==> config.mk <==
export PLATFORM = sky130hd
export DESIGN_NAME = typed_length_frame_router_unit_flat
export DESIGN_NICKNAME = d
export VERILOG_FILES = /design/src/design/tlfr_pkg.sv /design/src/design/tlfr_byte_if.sv /design/src/design/tlfr_result_if.sv /design/src/design/tlfr_engine.sv /design/src/design/typed_length_frame_router_unit.sv /design/src/flat_wrapper.sv
export SDC_FILE = /design/constraint.sdc
export NUM_CORES = 1
export LEC_CHECK = 0
export BUFFER_PORTS_ARGS = -buffer_cell sky130_fd_sc_hd__buf_2
export CORE_MARGIN = 4
export CORE_UTILIZATION = 59
export DETAILED_ROUTE_END_ITERATION = 12
export MAX_ROUTING_LAYER = met4
export PLACE_DENSITY_LB_ADDON = 0.15
export SYNTH_ARGS = -nofsm -noshare
export SYNTH_HDL_FRONTEND = slang
export SYNTH_HIERARCHICAL = 1
export SYNTH_SLANG_ARGS = --single-unit
==> constraint.sdc <==
create_clock -name clk -period 5.83 [get_ports clk]
set_clock_uncertainty 0.1 [all_clocks]
set_input_delay 1.4575 -clock clk [delete_from_list [all_inputs] [get_ports clk]]
set_output_delay 1.4575 -clock clk [all_outputs]
set_load 0.005 [all_outputs]
==> src/design/tlfr_pkg.sv <==
package tlfr_pkg;

	// header layout
	localparam int HEADER_BYTES = 4;
	localparam int HDR_IDX_W    = $clog2(HEADER_BYTES);

	// field widths
	localparam int CMD_W   = 3;
	localparam int BYTE_W  = 8;
	localparam int LEN_W   = 16;
	localparam int ERR_W   = 3;
	localparam int COUNT_W = 32;

	// commands
	localparam logic [CMD_W-1:0] CMD_DATA    = 3'd0;
	localparam logic [CMD_W-1:0] CMD_EOS     = 3'd1;
	localparam logic [CMD_W-1:0] CMD_XPORT   = 3'd2;
	localparam logic [CMD_W-1:0] CMD_CANCEL  = 3'd3;
	localparam logic [CMD_W-1:0] CMD_RESTART = 3'd4;

	// latched error codes
	localparam logic [ERR_W-1:0] ERR_NONE   = 3'd0;
	localparam logic [ERR_W-1:0] ERR_TYPE   = 3'd1;
	localparam logic [ERR_W-1:0] ERR_LENGTH = 3'd2;
	localparam logic [ERR_W-1:0] ERR_TRUNC  = 3'd3;
	localparam logic [ERR_W-1:0] ERR_XPORT  = 3'd4;

	// header byte positions
	localparam logic [HDR_IDX_W-1:0] IDX_TYPE   = HDR_IDX_W'(0);
	localparam logic [HDR_IDX_W-1:0] IDX_LEN_LO = HDR_IDX_W'(1);
	localparam logic [HDR_IDX_W-1:0] IDX_LEN_HI = HDR_IDX_W'(2);
	localparam logic [HDR_IDX_W-1:0] IDX_AUX    = HDR_IDX_W'(3);

	// frame types
	localparam logic [BYTE_W-1:0] TYPE_A = 8'hA0;
	localparam logic [BYTE_W-1:0] TYPE_B = 8'hB0;

	localparam logic [LEN_W-1:0]   MAX_LEN_RESET = 16'd4096;
	localparam logic [COUNT_W-1:0] COUNT_MAX     = {COUNT_W{1'b1}};

	typedef struct packed {
		logic               header_valid;
		logic               frame_channel;
		logic [LEN_W-1:0]   frame_payload_length;
		logic [BYTE_W-1:0]  header_aux_byte;
		logic               payload_valid;
		logic [BYTE_W-1:0]  payload_out;
		logic               frame_end;
		logic [ERR_W-1:0]   error_code;
		logic               fenced;
		logic [COUNT_W-1:0] frames_delivered;
	} result_t;

endpackage

==> src/design/tlfr_byte_if.sv <==
interface tlfr_byte_if;
	logic                        valid;
	logic                        ready;
	logic [tlfr_pkg::CMD_W-1:0]  command;
	logic [tlfr_pkg::BYTE_W-1:0] data_byte;

	modport source (output valid, output command, output data_byte, input ready);
	modport sink (input valid, input command, input data_byte, output ready);
endinterface

==> src/design/tlfr_result_if.sv <==
interface tlfr_result_if;
	logic                         valid;
	logic                         ready;
	logic                         header_valid;
	logic                         frame_channel;
	logic [tlfr_pkg::LEN_W-1:0]   frame_payload_length;
	logic [tlfr_pkg::BYTE_W-1:0]  header_aux_byte;
	logic                         payload_valid;
	logic [tlfr_pkg::BYTE_W-1:0]  payload_out;
	logic                         frame_end;
	logic [tlfr_pkg::ERR_W-1:0]   error_code;
	logic                         fenced;
	logic [tlfr_pkg::COUNT_W-1:0] frames_delivered;

	modport source (
		output valid, output header_valid, output frame_channel,
		output frame_payload_length, output header_aux_byte, output payload_valid,
		output payload_out, output frame_end, output error_code, output fenced,
		output frames_delivered, input ready
	);
	modport sink (
		input valid, input header_valid, input frame_channel,
		input frame_payload_length, input header_aux_byte, input payload_valid,
		input payload_out, input frame_end, input error_code, input fenced,
		input frames_delivered, output ready
	);
endinterface

==> src/design/tlfr_engine.sv <==
module tlfr_engine (
	input  logic                          clk,
	input  logic                          arst_n,
	input  logic                          step,
	input  logic [tlfr_pkg::CMD_W-1:0]    command,
	input  logic [tlfr_pkg::BYTE_W-1:0]   data_byte,
	input  logic [tlfr_pkg::LEN_W-1:0]    max_len,
	output logic                          has_result,
	output tlfr_pkg::result_t             res
);

	logic [tlfr_pkg::HDR_IDX_W-1:0] idx_q, idx_d;
	logic                           in_pay_q, in_pay_d;
	logic                           type_q, type_d;
	logic                           type_ok_q, type_ok_d;
	logic [tlfr_pkg::LEN_W-1:0]     len_q, len_d;
	logic [tlfr_pkg::LEN_W-1:0]     remain_q, remain_d;
	logic                           fence_q, fence_d;
	logic [tlfr_pkg::ERR_W-1:0]     err_q, err_d;
	logic [tlfr_pkg::COUNT_W-1:0]   count_q, count_d;
	logic                           fail_req;
	logic [tlfr_pkg::ERR_W-1:0]     fail_code;
	logic                           last;

	// decode one item against the framing state
	always_comb begin
		idx_d      = idx_q;
		in_pay_d   = in_pay_q;
		type_d     = type_q;
		type_ok_d  = type_ok_q;
		len_d      = len_q;
		remain_d   = remain_q;
		fence_d    = fence_q;
		err_d      = err_q;
		count_d    = count_q;
		fail_req   = 1'b0;
		fail_code  = tlfr_pkg::ERR_NONE;
		has_result = 1'b0;
		last       = 1'b0;
		res        = '0;

		case (command)
			tlfr_pkg::CMD_DATA: begin
				if (!fence_q) begin
					if (in_pay_q) begin
						// pass one payload byte, close the frame on the last
						remain_d = remain_q - 16'd1;
						last     = (remain_d == '0);
						if (last) begin
							in_pay_d = 1'b0;
							if (count_q != tlfr_pkg::COUNT_MAX) begin
								count_d = count_q + 32'd1;
							end
						end
						has_result        = 1'b1;
						res.payload_valid = 1'b1;
						res.frame_channel = type_q;
						res.payload_out   = data_byte;
						res.frame_end     = last;
					end else begin
						case (idx_q)
							tlfr_pkg::IDX_TYPE: begin
								type_ok_d = (data_byte == tlfr_pkg::TYPE_A) ||
									(data_byte == tlfr_pkg::TYPE_B);
								type_d    = (data_byte == tlfr_pkg::TYPE_B);
								idx_d     = tlfr_pkg::IDX_LEN_LO;
							end
							tlfr_pkg::IDX_LEN_LO: begin
								len_d = {8'h00, data_byte};
								idx_d = tlfr_pkg::IDX_LEN_HI;
							end
							tlfr_pkg::IDX_LEN_HI: begin
								len_d = {data_byte, len_q[7:0]};
								idx_d = tlfr_pkg::IDX_AUX;
							end
							default: begin
								// check the completed header: type before length
								idx_d      = tlfr_pkg::IDX_TYPE;
								has_result = 1'b1;
								if (!type_ok_q) begin
									fail_req  = 1'b1;
									fail_code = tlfr_pkg::ERR_TYPE;
								end else if (len_q == '0 || len_q > max_len) begin
									fail_req  = 1'b1;
									fail_code = tlfr_pkg::ERR_LENGTH;
								end else begin
									in_pay_d                 = 1'b1;
									remain_d                 = len_q;
									res.header_valid         = 1'b1;
									res.frame_channel        = type_q;
									res.frame_payload_length = len_q;
									res.header_aux_byte      = data_byte;
								end
							end
						endcase
					end
				end
			end
			tlfr_pkg::CMD_EOS: begin
				has_result = 1'b1;
				if (!fence_q && (idx_q != tlfr_pkg::IDX_TYPE || in_pay_q)) begin
					fail_req  = 1'b1;
					fail_code = tlfr_pkg::ERR_TRUNC;
				end
			end
			tlfr_pkg::CMD_XPORT: begin
				has_result = 1'b1;
				if (!fence_q) begin
					fail_req  = 1'b1;
					fail_code = tlfr_pkg::ERR_XPORT;
				end
			end
			tlfr_pkg::CMD_CANCEL: begin
				has_result = 1'b1;
				fence_d    = 1'b1;
				idx_d      = tlfr_pkg::IDX_TYPE;
				in_pay_d   = 1'b0;
				remain_d   = '0;
			end
			tlfr_pkg::CMD_RESTART: begin
				has_result = 1'b1;
				fence_d    = 1'b0;
				err_d      = tlfr_pkg::ERR_NONE;
				idx_d      = tlfr_pkg::IDX_TYPE;
				in_pay_d   = 1'b0;
				remain_d   = '0;
			end
			default: begin
			end
		endcase

		// keep only the first error, always fence
		if (fail_req) begin
			if (err_q == tlfr_pkg::ERR_NONE) begin
				err_d = fail_code;
			end
			fence_d = 1'b1;
		end

		// status reflects the state after this item
		res.error_code       = err_d;
		res.fenced           = fence_d;
		res.frames_delivered = count_d;
	end

	// advance the framing state
	always_ff @(posedge clk or negedge arst_n) begin
		if (!arst_n) begin
			idx_q     <= tlfr_pkg::IDX_TYPE;
			in_pay_q  <= 1'b0;
			type_q    <= 1'b0;
			type_ok_q <= 1'b0;
			len_q     <= '0;
			remain_q  <= '0;
			fence_q   <= 1'b1;
			err_q     <= tlfr_pkg::ERR_NONE;
			count_q   <= '0;
		end else if (step) begin
			idx_q     <= idx_d;
			in_pay_q  <= in_pay_d;
			type_q    <= type_d;
			type_ok_q <= type_ok_d;
			len_q     <= len_d;
			remain_q  <= remain_d;
			fence_q   <= fence_d;
			err_q     <= err_d;
			count_q   <= count_d;
		end
	end

endmodule

==> src/design/typed_length_frame_router_unit.sv <==
// Channel   Role    Payload
// stream    sink    command, data_byte
// result    source  header/payload fields, error_code, fenced, frames_delivered
// cfg       write   cfg_we, cfg_wdata -> max_payload_length
//
// One item per cycle while the result is taken; a transfer passes the input
// register, then the result register after the framing decode.
// Items that give no result (header bytes before the aux byte, fenced data) retire silently.
// Reset comes up fenced, no error, max_payload_length 4096, count zero.
// A stalled result holds its register; the input register still drains into
// it as soon as the result is taken, so ready drops only on a full stall.
module typed_length_frame_router_unit (
	input  logic                        clk,
	input  logic                        arst_n,
	tlfr_byte_if.sink                   stream,
	tlfr_result_if.source               result,
	input  logic                        cfg_we,
	input  logic [tlfr_pkg::LEN_W-1:0]  cfg_wdata
);

	logic [tlfr_pkg::LEN_W-1:0]  max_len_q;
	logic                        valid_s1;
	logic [tlfr_pkg::CMD_W-1:0]  command_s1;
	logic [tlfr_pkg::BYTE_W-1:0] data_s1;
	logic                        valid_s2;
	tlfr_pkg::result_t           res_s2;
	tlfr_pkg::result_t           res_d;
	logic                        has_result;
	logic                        out_free;
	logic                        step;

	// hold the length limit
	always_ff @(posedge clk or negedge arst_n) begin
		if (!arst_n) begin
			max_len_q <= tlfr_pkg::MAX_LEN_RESET;
		end else if (cfg_we) begin
			max_len_q <= cfg_wdata;
		end
	end

	// handshake: stage 1 drains whenever the result register can take it
	assign out_free     = !valid_s2 || result.ready;
	assign step         = valid_s1 && out_free;
	assign stream.ready = !valid_s1 || out_free;

	// input register
	always_ff @(posedge clk or negedge arst_n) begin
		if (!arst_n) begin
			valid_s1 <= 1'b0;
		end else if (stream.ready) begin
			valid_s1 <= stream.valid;
		end
	end

	always_ff @(posedge clk) begin
		if (stream.ready && stream.valid) begin
			command_s1 <= stream.command;
			data_s1    <= stream.data_byte;
		end
	end

	tlfr_engine u_engine (
		.clk        (clk),
		.arst_n     (arst_n),
		.step       (step),
		.command    (command_s1),
		.data_byte  (data_s1),
		.max_len    (max_len_q),
		.has_result (has_result),
		.res        (res_d)
	);

	// result register
	always_ff @(posedge clk or negedge arst_n) begin
		if (!arst_n) begin
			valid_s2 <= 1'b0;
		end else if (out_free) begin
			valid_s2 <= step && has_result;
		end
	end

	always_ff @(posedge clk) begin
		if (step && has_result) begin
			res_s2 <= res_d;
		end
	end

	assign result.valid                = valid_s2;
	assign result.header_valid         = res_s2.header_valid;
	assign result.frame_channel        = res_s2.frame_channel;
	assign result.frame_payload_length = res_s2.frame_payload_length;
	assign result.header_aux_byte      = res_s2.header_aux_byte;
	assign result.payload_valid        = res_s2.payload_valid;
	assign result.payload_out          = res_s2.payload_out;
	assign result.frame_end            = res_s2.frame_end;
	assign result.error_code           = res_s2.error_code;
	assign result.fenced               = res_s2.fenced;
	assign result.frames_delivered     = res_s2.frames_delivered;

	// a pending item survives a result stall
	a_s1_hold: assert property (@(posedge clk) disable iff (!arst_n)
		valid_s1 && !out_free |=> valid_s1)
		else $error("input stage lost an item under stall");

	// a latched error always comes with the fence up
	a_err_fenced: assert property (@(posedge clk) disable iff (!arst_n)
		valid_s2 && res_s2.error_code != tlfr_pkg::ERR_NONE |-> res_s2.fenced)
		else $error("error reported without fence");

	// header and payload never share a result
	a_kind_excl: assert property (@(posedge clk) disable iff (!arst_n)
		valid_s2 |-> $onehot0({res_s2.header_valid, res_s2.payload_valid}))
		else $error("header and payload in one result");

	// frame end only on a payload byte
	a_end_on_payload: assert property (@(posedge clk) disable iff (!arst_n)
		valid_s2 && res_s2.frame_end |-> res_s2.payload_valid)
		else $error("frame end without payload byte");

endmodule
==> src/flat_wrapper.sv <==
// flat-port wrapper written by rule: the top's interface ports become plain ports
module typed_length_frame_router_unit_flat 
  (clk, arst_n, cfg_we, cfg_wdata, stream_valid, stream_command, stream_data_byte, stream_ready, result_valid, result_header_valid, result_frame_channel, result_frame_payload_length, result_header_aux_byte, result_payload_valid, result_payload_out, result_frame_end, result_error_code, result_fenced, result_frames_delivered, result_ready);
  tlfr_byte_if stream_i ();
  tlfr_result_if result_i ();
  input  logic clk;
  input  logic arst_n;
  input  logic cfg_we;
  input  logic [tlfr_pkg::LEN_W-1:0] cfg_wdata;
  input wire logic [$bits(stream_i.valid)-1:0] stream_valid;
  input wire logic [$bits(stream_i.command)-1:0] stream_command;
  input wire logic [$bits(stream_i.data_byte)-1:0] stream_data_byte;
  output wire logic [$bits(stream_i.ready)-1:0] stream_ready;
  output wire logic [$bits(result_i.valid)-1:0] result_valid;
  output wire logic [$bits(result_i.header_valid)-1:0] result_header_valid;
  output wire logic [$bits(result_i.frame_channel)-1:0] result_frame_channel;
  output wire logic [$bits(result_i.frame_payload_length)-1:0] result_frame_payload_length;
  output wire logic [$bits(result_i.header_aux_byte)-1:0] result_header_aux_byte;
  output wire logic [$bits(result_i.payload_valid)-1:0] result_payload_valid;
  output wire logic [$bits(result_i.payload_out)-1:0] result_payload_out;
  output wire logic [$bits(result_i.frame_end)-1:0] result_frame_end;
  output wire logic [$bits(result_i.error_code)-1:0] result_error_code;
  output wire logic [$bits(result_i.fenced)-1:0] result_fenced;
  output wire logic [$bits(result_i.frames_delivered)-1:0] result_frames_delivered;
  input wire logic [$bits(result_i.ready)-1:0] result_ready;
  assign stream_i.valid = stream_valid;
  assign stream_i.command = stream_command;
  assign stream_i.data_byte = stream_data_byte;
  assign stream_ready = stream_i.ready;
  assign result_valid = result_i.valid;
  assign result_header_valid = result_i.header_valid;
  assign result_frame_channel = result_i.frame_channel;
  assign result_frame_payload_length = result_i.frame_payload_length;
  assign result_header_aux_byte = result_i.header_aux_byte;
  assign result_payload_valid = result_i.payload_valid;
  assign result_payload_out = result_i.payload_out;
  assign result_frame_end = result_i.frame_end;
  assign result_error_code = result_i.error_code;
  assign result_fenced = result_i.fenced;
  assign result_frames_delivered = result_i.frames_delivered;
  assign result_i.ready = result_ready;
  typed_length_frame_router_unit u_core (.clk(clk), .arst_n(arst_n), .stream(stream_i), .result(result_i), .cfg_we(cfg_we), .cfg_wdata(cfg_wdata));
endmodule
* Word level (Yosys, flattened, before mapping)
Cells that the tools add are included.
** Operators by class
- Add/subtract/negate cells :: 2
- Multiply operators :: 0
- Divide/modulo/power cells :: 0
- Magnitude comparators :: 1
- Eq/ne operators :: 14
- Shifts and indexed selects :: 0
- Multiplexer cells :: 53
- Bitwise operators :: 5
- Reductions and logical operators :: 33
** Operators with widths (number)
- 32-bit two-way mux :: 5
- 16-bit two-way mux :: 5
- 16-bit case mux with 2 select lines :: 2
- 25-bit two-way mux :: 2
- 32-bit by 1-bit adder with 32-bit output, second input constant :: 1
- 16-bit logical NOT :: 2
- 32-bit != test, second input constant :: 1
- 26-bit two-way mux :: 1
- 3-bit two-way mux :: 8
- 1-bit two-way mux :: 18
- 8-bit equality test, second input constant :: 2
- 16-bit greater-than comparator :: 1
- 16-bit by 1-bit subtractor with 16-bit output, second input constant :: 1
- 6-bit AND reduction :: 2
- 10-bit two-way mux :: 1
- 5-bit AND reduction :: 2
- 3-bit != test, second input constant :: 3
- 3-bit case mux with 3 select lines :: 1
- 2-bit two-way mux :: 4
- 8-bit OR reduction :: 1
- 7-bit OR reduction :: 1
- 3-bit by 2-bit equality test with 1-bit output, second input constant :: 2
- 3-bit logical NOT :: 2
- 1-bit case mux with 2 select lines :: 3
- 19 further kinds :: 37
** Storage, ports and cells
- Register bits :: 174
- Bits in latches :: 0
- Bits in writable memories :: 0
- ROM bits :: 0
- Input bits :: 32
- Output and inout port bits :: 74
- Logic and storage cells :: 133
- Memories :: 0

* Depth between registers and ports, before layout
- Word-level depth :: 10
- Depth in mapped cells :: 12
- Gate-level depth less buffers :: 9

* Modules after synthesis
The synthesis kept the hierarchy.
** By module, submodules not included
- tlfr_engine :: times used 1, cells each 656, area each 5452.7 µm², seq. area each 1828.0 µm²
- typed_length_frame_router_unit :: times used 1, cells each 127, area each 3239.4 µm², seq. area each 2944.1 µm²

* Worst setup path before layout
No wires, ideal clock.
- Path type :: input to register
- From :: input port result_ready
- To :: register u_core.res_s2, in the netlist u_core/result.error_code[0] (enable)
- Setup time :: 0.511 ns
- Data arrival time :: 4.786 ns
- Required time :: 5.219 ns
- Path slack :: 0.433 ns
- Stages on the path :: 2
- Buffers on the path :: 0
- Cell sequence :: nand2b_1 -> nor2b_1
** On the way
- Word-level cells in the longest chain between the ends :: 3
** RTL lines
- start: declaration :: RTL line flat_wrapper.sv:25 : input wire logic [$bits(result_i.ready)-1:0] result_ready;
- 1-bit logical OR :: RTL line typed_length_frame_router_unit.sv:42 : assign out_free = !valid_s2 || result.ready;
- 1-bit logical AND :: RTL line typed_length_frame_router_unit.sv:43 : assign step = valid_s1 && out_free;
- 1-bit logical AND :: RTL line typed_length_frame_router_unit.sv:83 : if (step && has_result) begin
- end signal: assignment :: RTL line typed_length_frame_router_unit.sv:84 : res_s2 <= res_d;
- end: declaration :: RTL line typed_length_frame_router_unit.sv:26 : tlfr_pkg::result_t res_s2;
No other way between the ends.
A chain may end at the register's enable or synchronous reset.

* Worst setup path after layout
- From :: register u_core/u_engine/remain_q[0] (netlist name)
- To :: register u_core/u_engine/count_q[25] (netlist name)
** On the way
- Word-level cells in the longest chain between the ends :: 6
** RTL lines
- start: declaration :: RTL line tlfr_engine.sv:17 : logic [tlfr_pkg::LEN_W-1:0] remain_q, remain_d;
- start signal: assignment :: RTL line tlfr_engine.sv:164 : remain_q <= remain_d;
- 16-bit by 1-bit subtractor with 16-bit output :: RTL line tlfr_engine.sv:47 : remain_d = remain_q - 16'd1;
- 16-bit logical NOT :: RTL line tlfr_engine.sv:48 : last = (remain_d == '0);
- 32-bit two-way mux :: RTL line tlfr_engine.sv:49 : if (last) begin
- 32-bit two-way mux :: RTL line tlfr_engine.sv:45 : if (in_pay_q) begin
- 32-bit two-way mux :: RTL line tlfr_engine.sv:44 : if (!fence_q) begin
- 32-bit two-way mux :: RTL line tlfr_engine.sv:42 : case (command)
- end signal: assignment :: RTL line tlfr_engine.sv:167 : count_q <= count_d;
- end: declaration :: RTL line tlfr_engine.sv:20 : logic [tlfr_pkg::COUNT_W-1:0] count_q, count_d;
No other way between the ends.

==> summary.md <==
| Metric | Value |
|---|---|
| Status | `complete, no violations` |
| Total power density per cell area | `342 nW/µm²` |
| Detail Placement HPWL | `13100 µm` |
| Placer's final routability congestion estimate | `0.875` |
| Number of vias per cell after detailed routing | `5.80` |
| Global-route track usage on met2 | `39.5%` |
| Via count of the first global-routing pass | `6087` |
| Hold Crit Depth | `1` |
| Setup fix buffers added after clock tree synthesis | `0` |
| Worst relative slew slack | `24.6%` |
| Most area-hungry cell type in the Yosys netlist | `sky130_fd_sc_hd__edfxtp_1` |
| Share of synthesized flip-flops with an asynchronous set or reset | `52.3%` |
| Layout overhead on the synthesized area | `13.9%` |
| Dominant combinational cell family by area after synthesis | `simple AND/OR/NAND/NOR gates` |
| Placed cell areas | `9300 µm²` |
| Number of nets in the finished design | `around 930` |
| Sequential fraction of the synthesis area | `54.9%` |
| GR Layer Usage met1 | `30.1%` |
| Initial antenna violation count | `0` |
| Largest delay share family, worst path | `simple AND/OR/NAND/NOR gates` |
| Number of distinct standard cells referenced by the synthesized netlist | `69` |
| Count of mapped cells out of synthesis | `783` |
| Number of setup violations in the final report | `0` |
| Cell chosen for the clock root | `sky130_fd_sc_hd__clkbuf_16` |
| Detail-routed net length per standard cell | `17.5 µm` |
| Ports | `106` |
| Post_cts resized | `0` |
| Number of hold violations in the final report | `0` |
| Synth Area in Adders | `3.31%` |
| Setup repair after global routing missed its margin | `no` |
| Area fraction in compound gates after synthesis | `8.20%` |
| Leading cell types by total area after synthesis | `sky130_fd_sc_hd__edfxtp_1 29%, sky130_fd_sc_hd__dfrtp_1 26%, sky130_fd_sc_hd__xor2_1 4.2%` |
| Chip Height | `129 µm` |
| Number of synthesized flops with an enable pin | `83` |
| Max stage delay cell, worst path | `sky130_fd_sc_hd__nand4_2` |
| Highest net fanout along the worst path | `24` |
| Insertion delay to the later sink of the worst-skew pair | `~420 ps` |
| Fraction of layout cells with a size suffix above 1 | `approximately 22%` |
| GRT busiest layer | `met2` |
| Number of warnings printed during yosys synthesis | `6` |
| Worst flop-to-flop path startpoint | `u_core/u_engine/remain_q[0]` |
| Remaining design rule violation count | `0` |
| Area fraction in and, or, nand and nor cells after synthesis | `about a fifth` |
| Post-synthesis xor/xnor area fraction | `6.35%` |
| Endpoint of the worst register-to-register path | `u_core/u_engine/count_q[25]` |
| Clock buffer depth | `2` |
| Number of sinks on the clock net | `174` |
| CP Class | `flip-flop to flip-flop` |
| N_diodes | `0` |
| Post-route fraction of the period consumed by the critical path | `between 60% and 70%` |
| # hold bufs at CTS | `0` |
| Clock tree from TritonCTS | `built` |
| Met3 usage | `roughly 5%` |
| Area of the die | `16700 µm²` |
| Setup slack, reg-to-reg | `1890 ps` |
| Horizontal die dimension | `129 µm` |
| Wire length of the first global-routing pass | `30800 µm` |
| Standard-cell row count | `44` |
| Worst path bufs/invs | `1` |
| Post-synthesis instance area | `8690 µm²` |
| Flops & latches, synth | `174` |
| CP max stage delay | `roughly 730 ps` |
| Worst IR Drop VDD | `0.000256 V` |
| Vias after detailed routing | `approximately 6.2k` |
| Minimum clock period | `about 3900 ps` |
| Worst hold-check path type | `flip-flop to flip-flop` |
| Top-area cell type share of the netlist area | `~29%` |
| Leakage component of the power | `4.46 nW` |
| Total GRT Usage | `between 20% and 30%` |
| Clock-pin slew on the worst setup and hold paths | `70 ps` |
| Initial Util | `60.0%` |
| Post-route cell area | `approximately 9900 µm²` |
| DRC violation total after the first TritonRoute iteration | `538` |
| Final ANT Viol Nets | `0` |
| Number of cells on the worst reg-to-reg path | `9` |
| Arrival time at the worst endpoint | `approximately 4200 ps` |
| Setup crit end kind | `flip-flop` |
| Core Footprint | `around 14000 µm²` |
| Worst Hold Launch | `u_core/u_engine/type_q` |
| Total of buffers placed on input and output ports | `105` |
| WL final | `18800 µm` |
| Multiplexer share of the synthesized area | `3.56%` |
| Data required time at the worst endpoint | `between 6000 and 7000 ps` |
| Pin count of the biggest net entering global routing | `48` |
| Total CTS buffers | `17` |
| Element type at the critical path start | `flip-flop` |
| H-tree lvl count | `4` |
| Worst path cell trace | `inv_1 -> ha_1 -> nor4b_1 -> o2111a_1 -> o21ai_1 -> a211oi_2 -> nand4_2 -> nor4_1 -> xor2_1` |
| Max-cap violation count | `0` |
| Syn_nets | `~840` |
| Hold Path End | `u_core/u_engine/type_q` |
| Top flip-flop cell by instance count after synthesis | `sky130_fd_sc_hd__dfrtp_1` |
| Max Transition Viols Final | `0` |
| Pre-antenna DRT Iters | `5` |
| Worst-Margin Slew | `1130 ps` |
| Gr ovfl total | `0` |
| Synth Area per Inst | `11.1 µm²` |
| Maximum clock frequency | `about 250 MHz` |
| Final-layout setup total negative slack | `0 ps` |
-- cell usage in the layout (no fill, tap or decap), types with 6 or more instances in the layout --
cell / Yosys / routed
sky130_fd_sc_hd__a21oi_1: 23 / 23
sky130_fd_sc_hd__and2_1: 27 / 27
sky130_fd_sc_hd__and3_1: 15 / 15
sky130_fd_sc_hd__buf_2: 9 / 104
sky130_fd_sc_hd__buf_4: 1 / 6
sky130_fd_sc_hd__clkbuf_16: 0 / 17
sky130_fd_sc_hd__dfrtp_1: 89 / 89
sky130_fd_sc_hd__edfxtp_1: 83 / 83
sky130_fd_sc_hd__ha_1: 23 / 23
sky130_fd_sc_hd__inv_1: 31 / 31
sky130_fd_sc_hd__mux2_2: 11 / 11
sky130_fd_sc_hd__mux2_4: 11 / 11
sky130_fd_sc_hd__nand2_1: 82 / 82
sky130_fd_sc_hd__nand2b_1: 15 / 15
sky130_fd_sc_hd__nand3_1: 23 / 23
sky130_fd_sc_hd__nand4_1: 14 / 14
sky130_fd_sc_hd__nor2_1: 62 / 62
sky130_fd_sc_hd__nor2b_1: 7 / 6
sky130_fd_sc_hd__nor3_1: 16 / 16
sky130_fd_sc_hd__nor3_2: 7 / 7
sky130_fd_sc_hd__nor4_1: 17 / 17
sky130_fd_sc_hd__nor4_2: 6 / 6
sky130_fd_sc_hd__o21ai_0: 48 / 48
sky130_fd_sc_hd__xnor2_1: 21 / 21
sky130_fd_sc_hd__xor2_1: 42 / 42
-- cell families (layout without fill, tap and decap cells) --
family,count (synthesis),in the layout
AOI/OAI and AO/OA,114,114
buffers and inverters,67,173
xor gates and xnor gates,63,63
and+or+nand+nor,318,318
adders and majority gates,23,23
muxes,24,24
DFF,174,174
-- final cells by class --
class	count	area, µm²
fillers	1085	4580
repair buffers	110	566
well taps	184	230
multi-input cells	542	3610
flip-flops and latches	174	4770
clock inverters	15	178
inverters	31	116
clock buffers	17	425
-- synth_stat cells, types with 18 or more instances --
cell type / count
sky130_fd_sc_hd__xor2_1: 42
sky130_fd_sc_hd__o21ai_0: 48
sky130_fd_sc_hd__a21oi_1: 23
sky130_fd_sc_hd__ha_1: 23
sky130_fd_sc_hd__clkbuf_1: 18
sky130_fd_sc_hd__dfrtp_1: 89
sky130_fd_sc_hd__nand2_1: 82
sky130_fd_sc_hd__inv_1: 31
sky130_fd_sc_hd__nand3_1: 23
sky130_fd_sc_hd__xnor2_1: 21
sky130_fd_sc_hd__edfxtp_1: 83
sky130_fd_sc_hd__nor2_1: 62
sky130_fd_sc_hd__and2_1: 27
-- per-layer routing --
layer / wire [µm] / vias to the layer above
li1: - / 2979
met1: 7910 / 3007
met2: 9600 / 207
met3: 1040 / 26
met4: 270 / 0
met5: 0 / -
-- through the flow --
stage / setup slack (ps) / instances / power [mW] / hold WS, ps / util (%)
after floorplan: 433 / 783 / 2.06 / 349 / -
after global placement: 1820 / 1041 / 2.23 / 363 / 64.2
after detailed placement: 1700 / 1041 / 2.25 / 376 / 64.2
after CTS: 1930 / 1073 / 3.40 / 396 / 68.4
after global routing: 1560 / 1073 / 3.56 / 426 / 68.4
final: 1890 / 1073 / 3.39 / 397 / 68.4
-- how the worst max path moves through the flow --
stage | start | to | slack [ps] | cells after the start
after floorplan | result_ready | u_core/result.error_code[0] | 430 | 2
after global placement | result_ready | u_core/u_engine/remain_q[12] | 1820 | 9
after detailed placement | result_ready | u_core/u_engine/remain_q[12] | 1700 | 9
after CTS | u_core/u_engine/remain_q[0] | u_core/u_engine/count_q[25] | 1930 | 9
after global routing | u_core/u_engine/remain_q[0] | u_core/u_engine/count_q[28] | 1560 | 9
final | u_core/u_engine/remain_q[0] | u_core/u_engine/count_q[25] | 1890 | 9
-- registers in the layout (all words and copies together), names as in the netlist, 8 cells and up --
name,cells
u_core/u_engine/count_q,32
u_core/result.frames_delivered,32
u_core/result.header_aux_byte,8
u_core/u_engine/remain_q,16
u_core/result.frame_payload_length,16
u_core/result.payload_out,8
u_core/u_engine/len_q,16
u_core/data_s1,8
u_core/max_len_q,16
-- power by group --
group          internal (mW)  switching (mW)
combinational          0.283           0.426
clock                  0.647           0.496
sequential              1.40           0.134
total                   2.33            1.06
-- worst reg2reg max path: cells and delay by family, from the launching register on --
kind                       cells  cell delay (ps)
adders and majority gates      1              340
buffers and inverters          1              140
AOI/OAI and AO/OA              3              720
xor gates and xnor gates       1              180
DFF                            1              480
and+or+nand+nor                3             1910
Note: power is estimated with default switching activity, not from simulation.
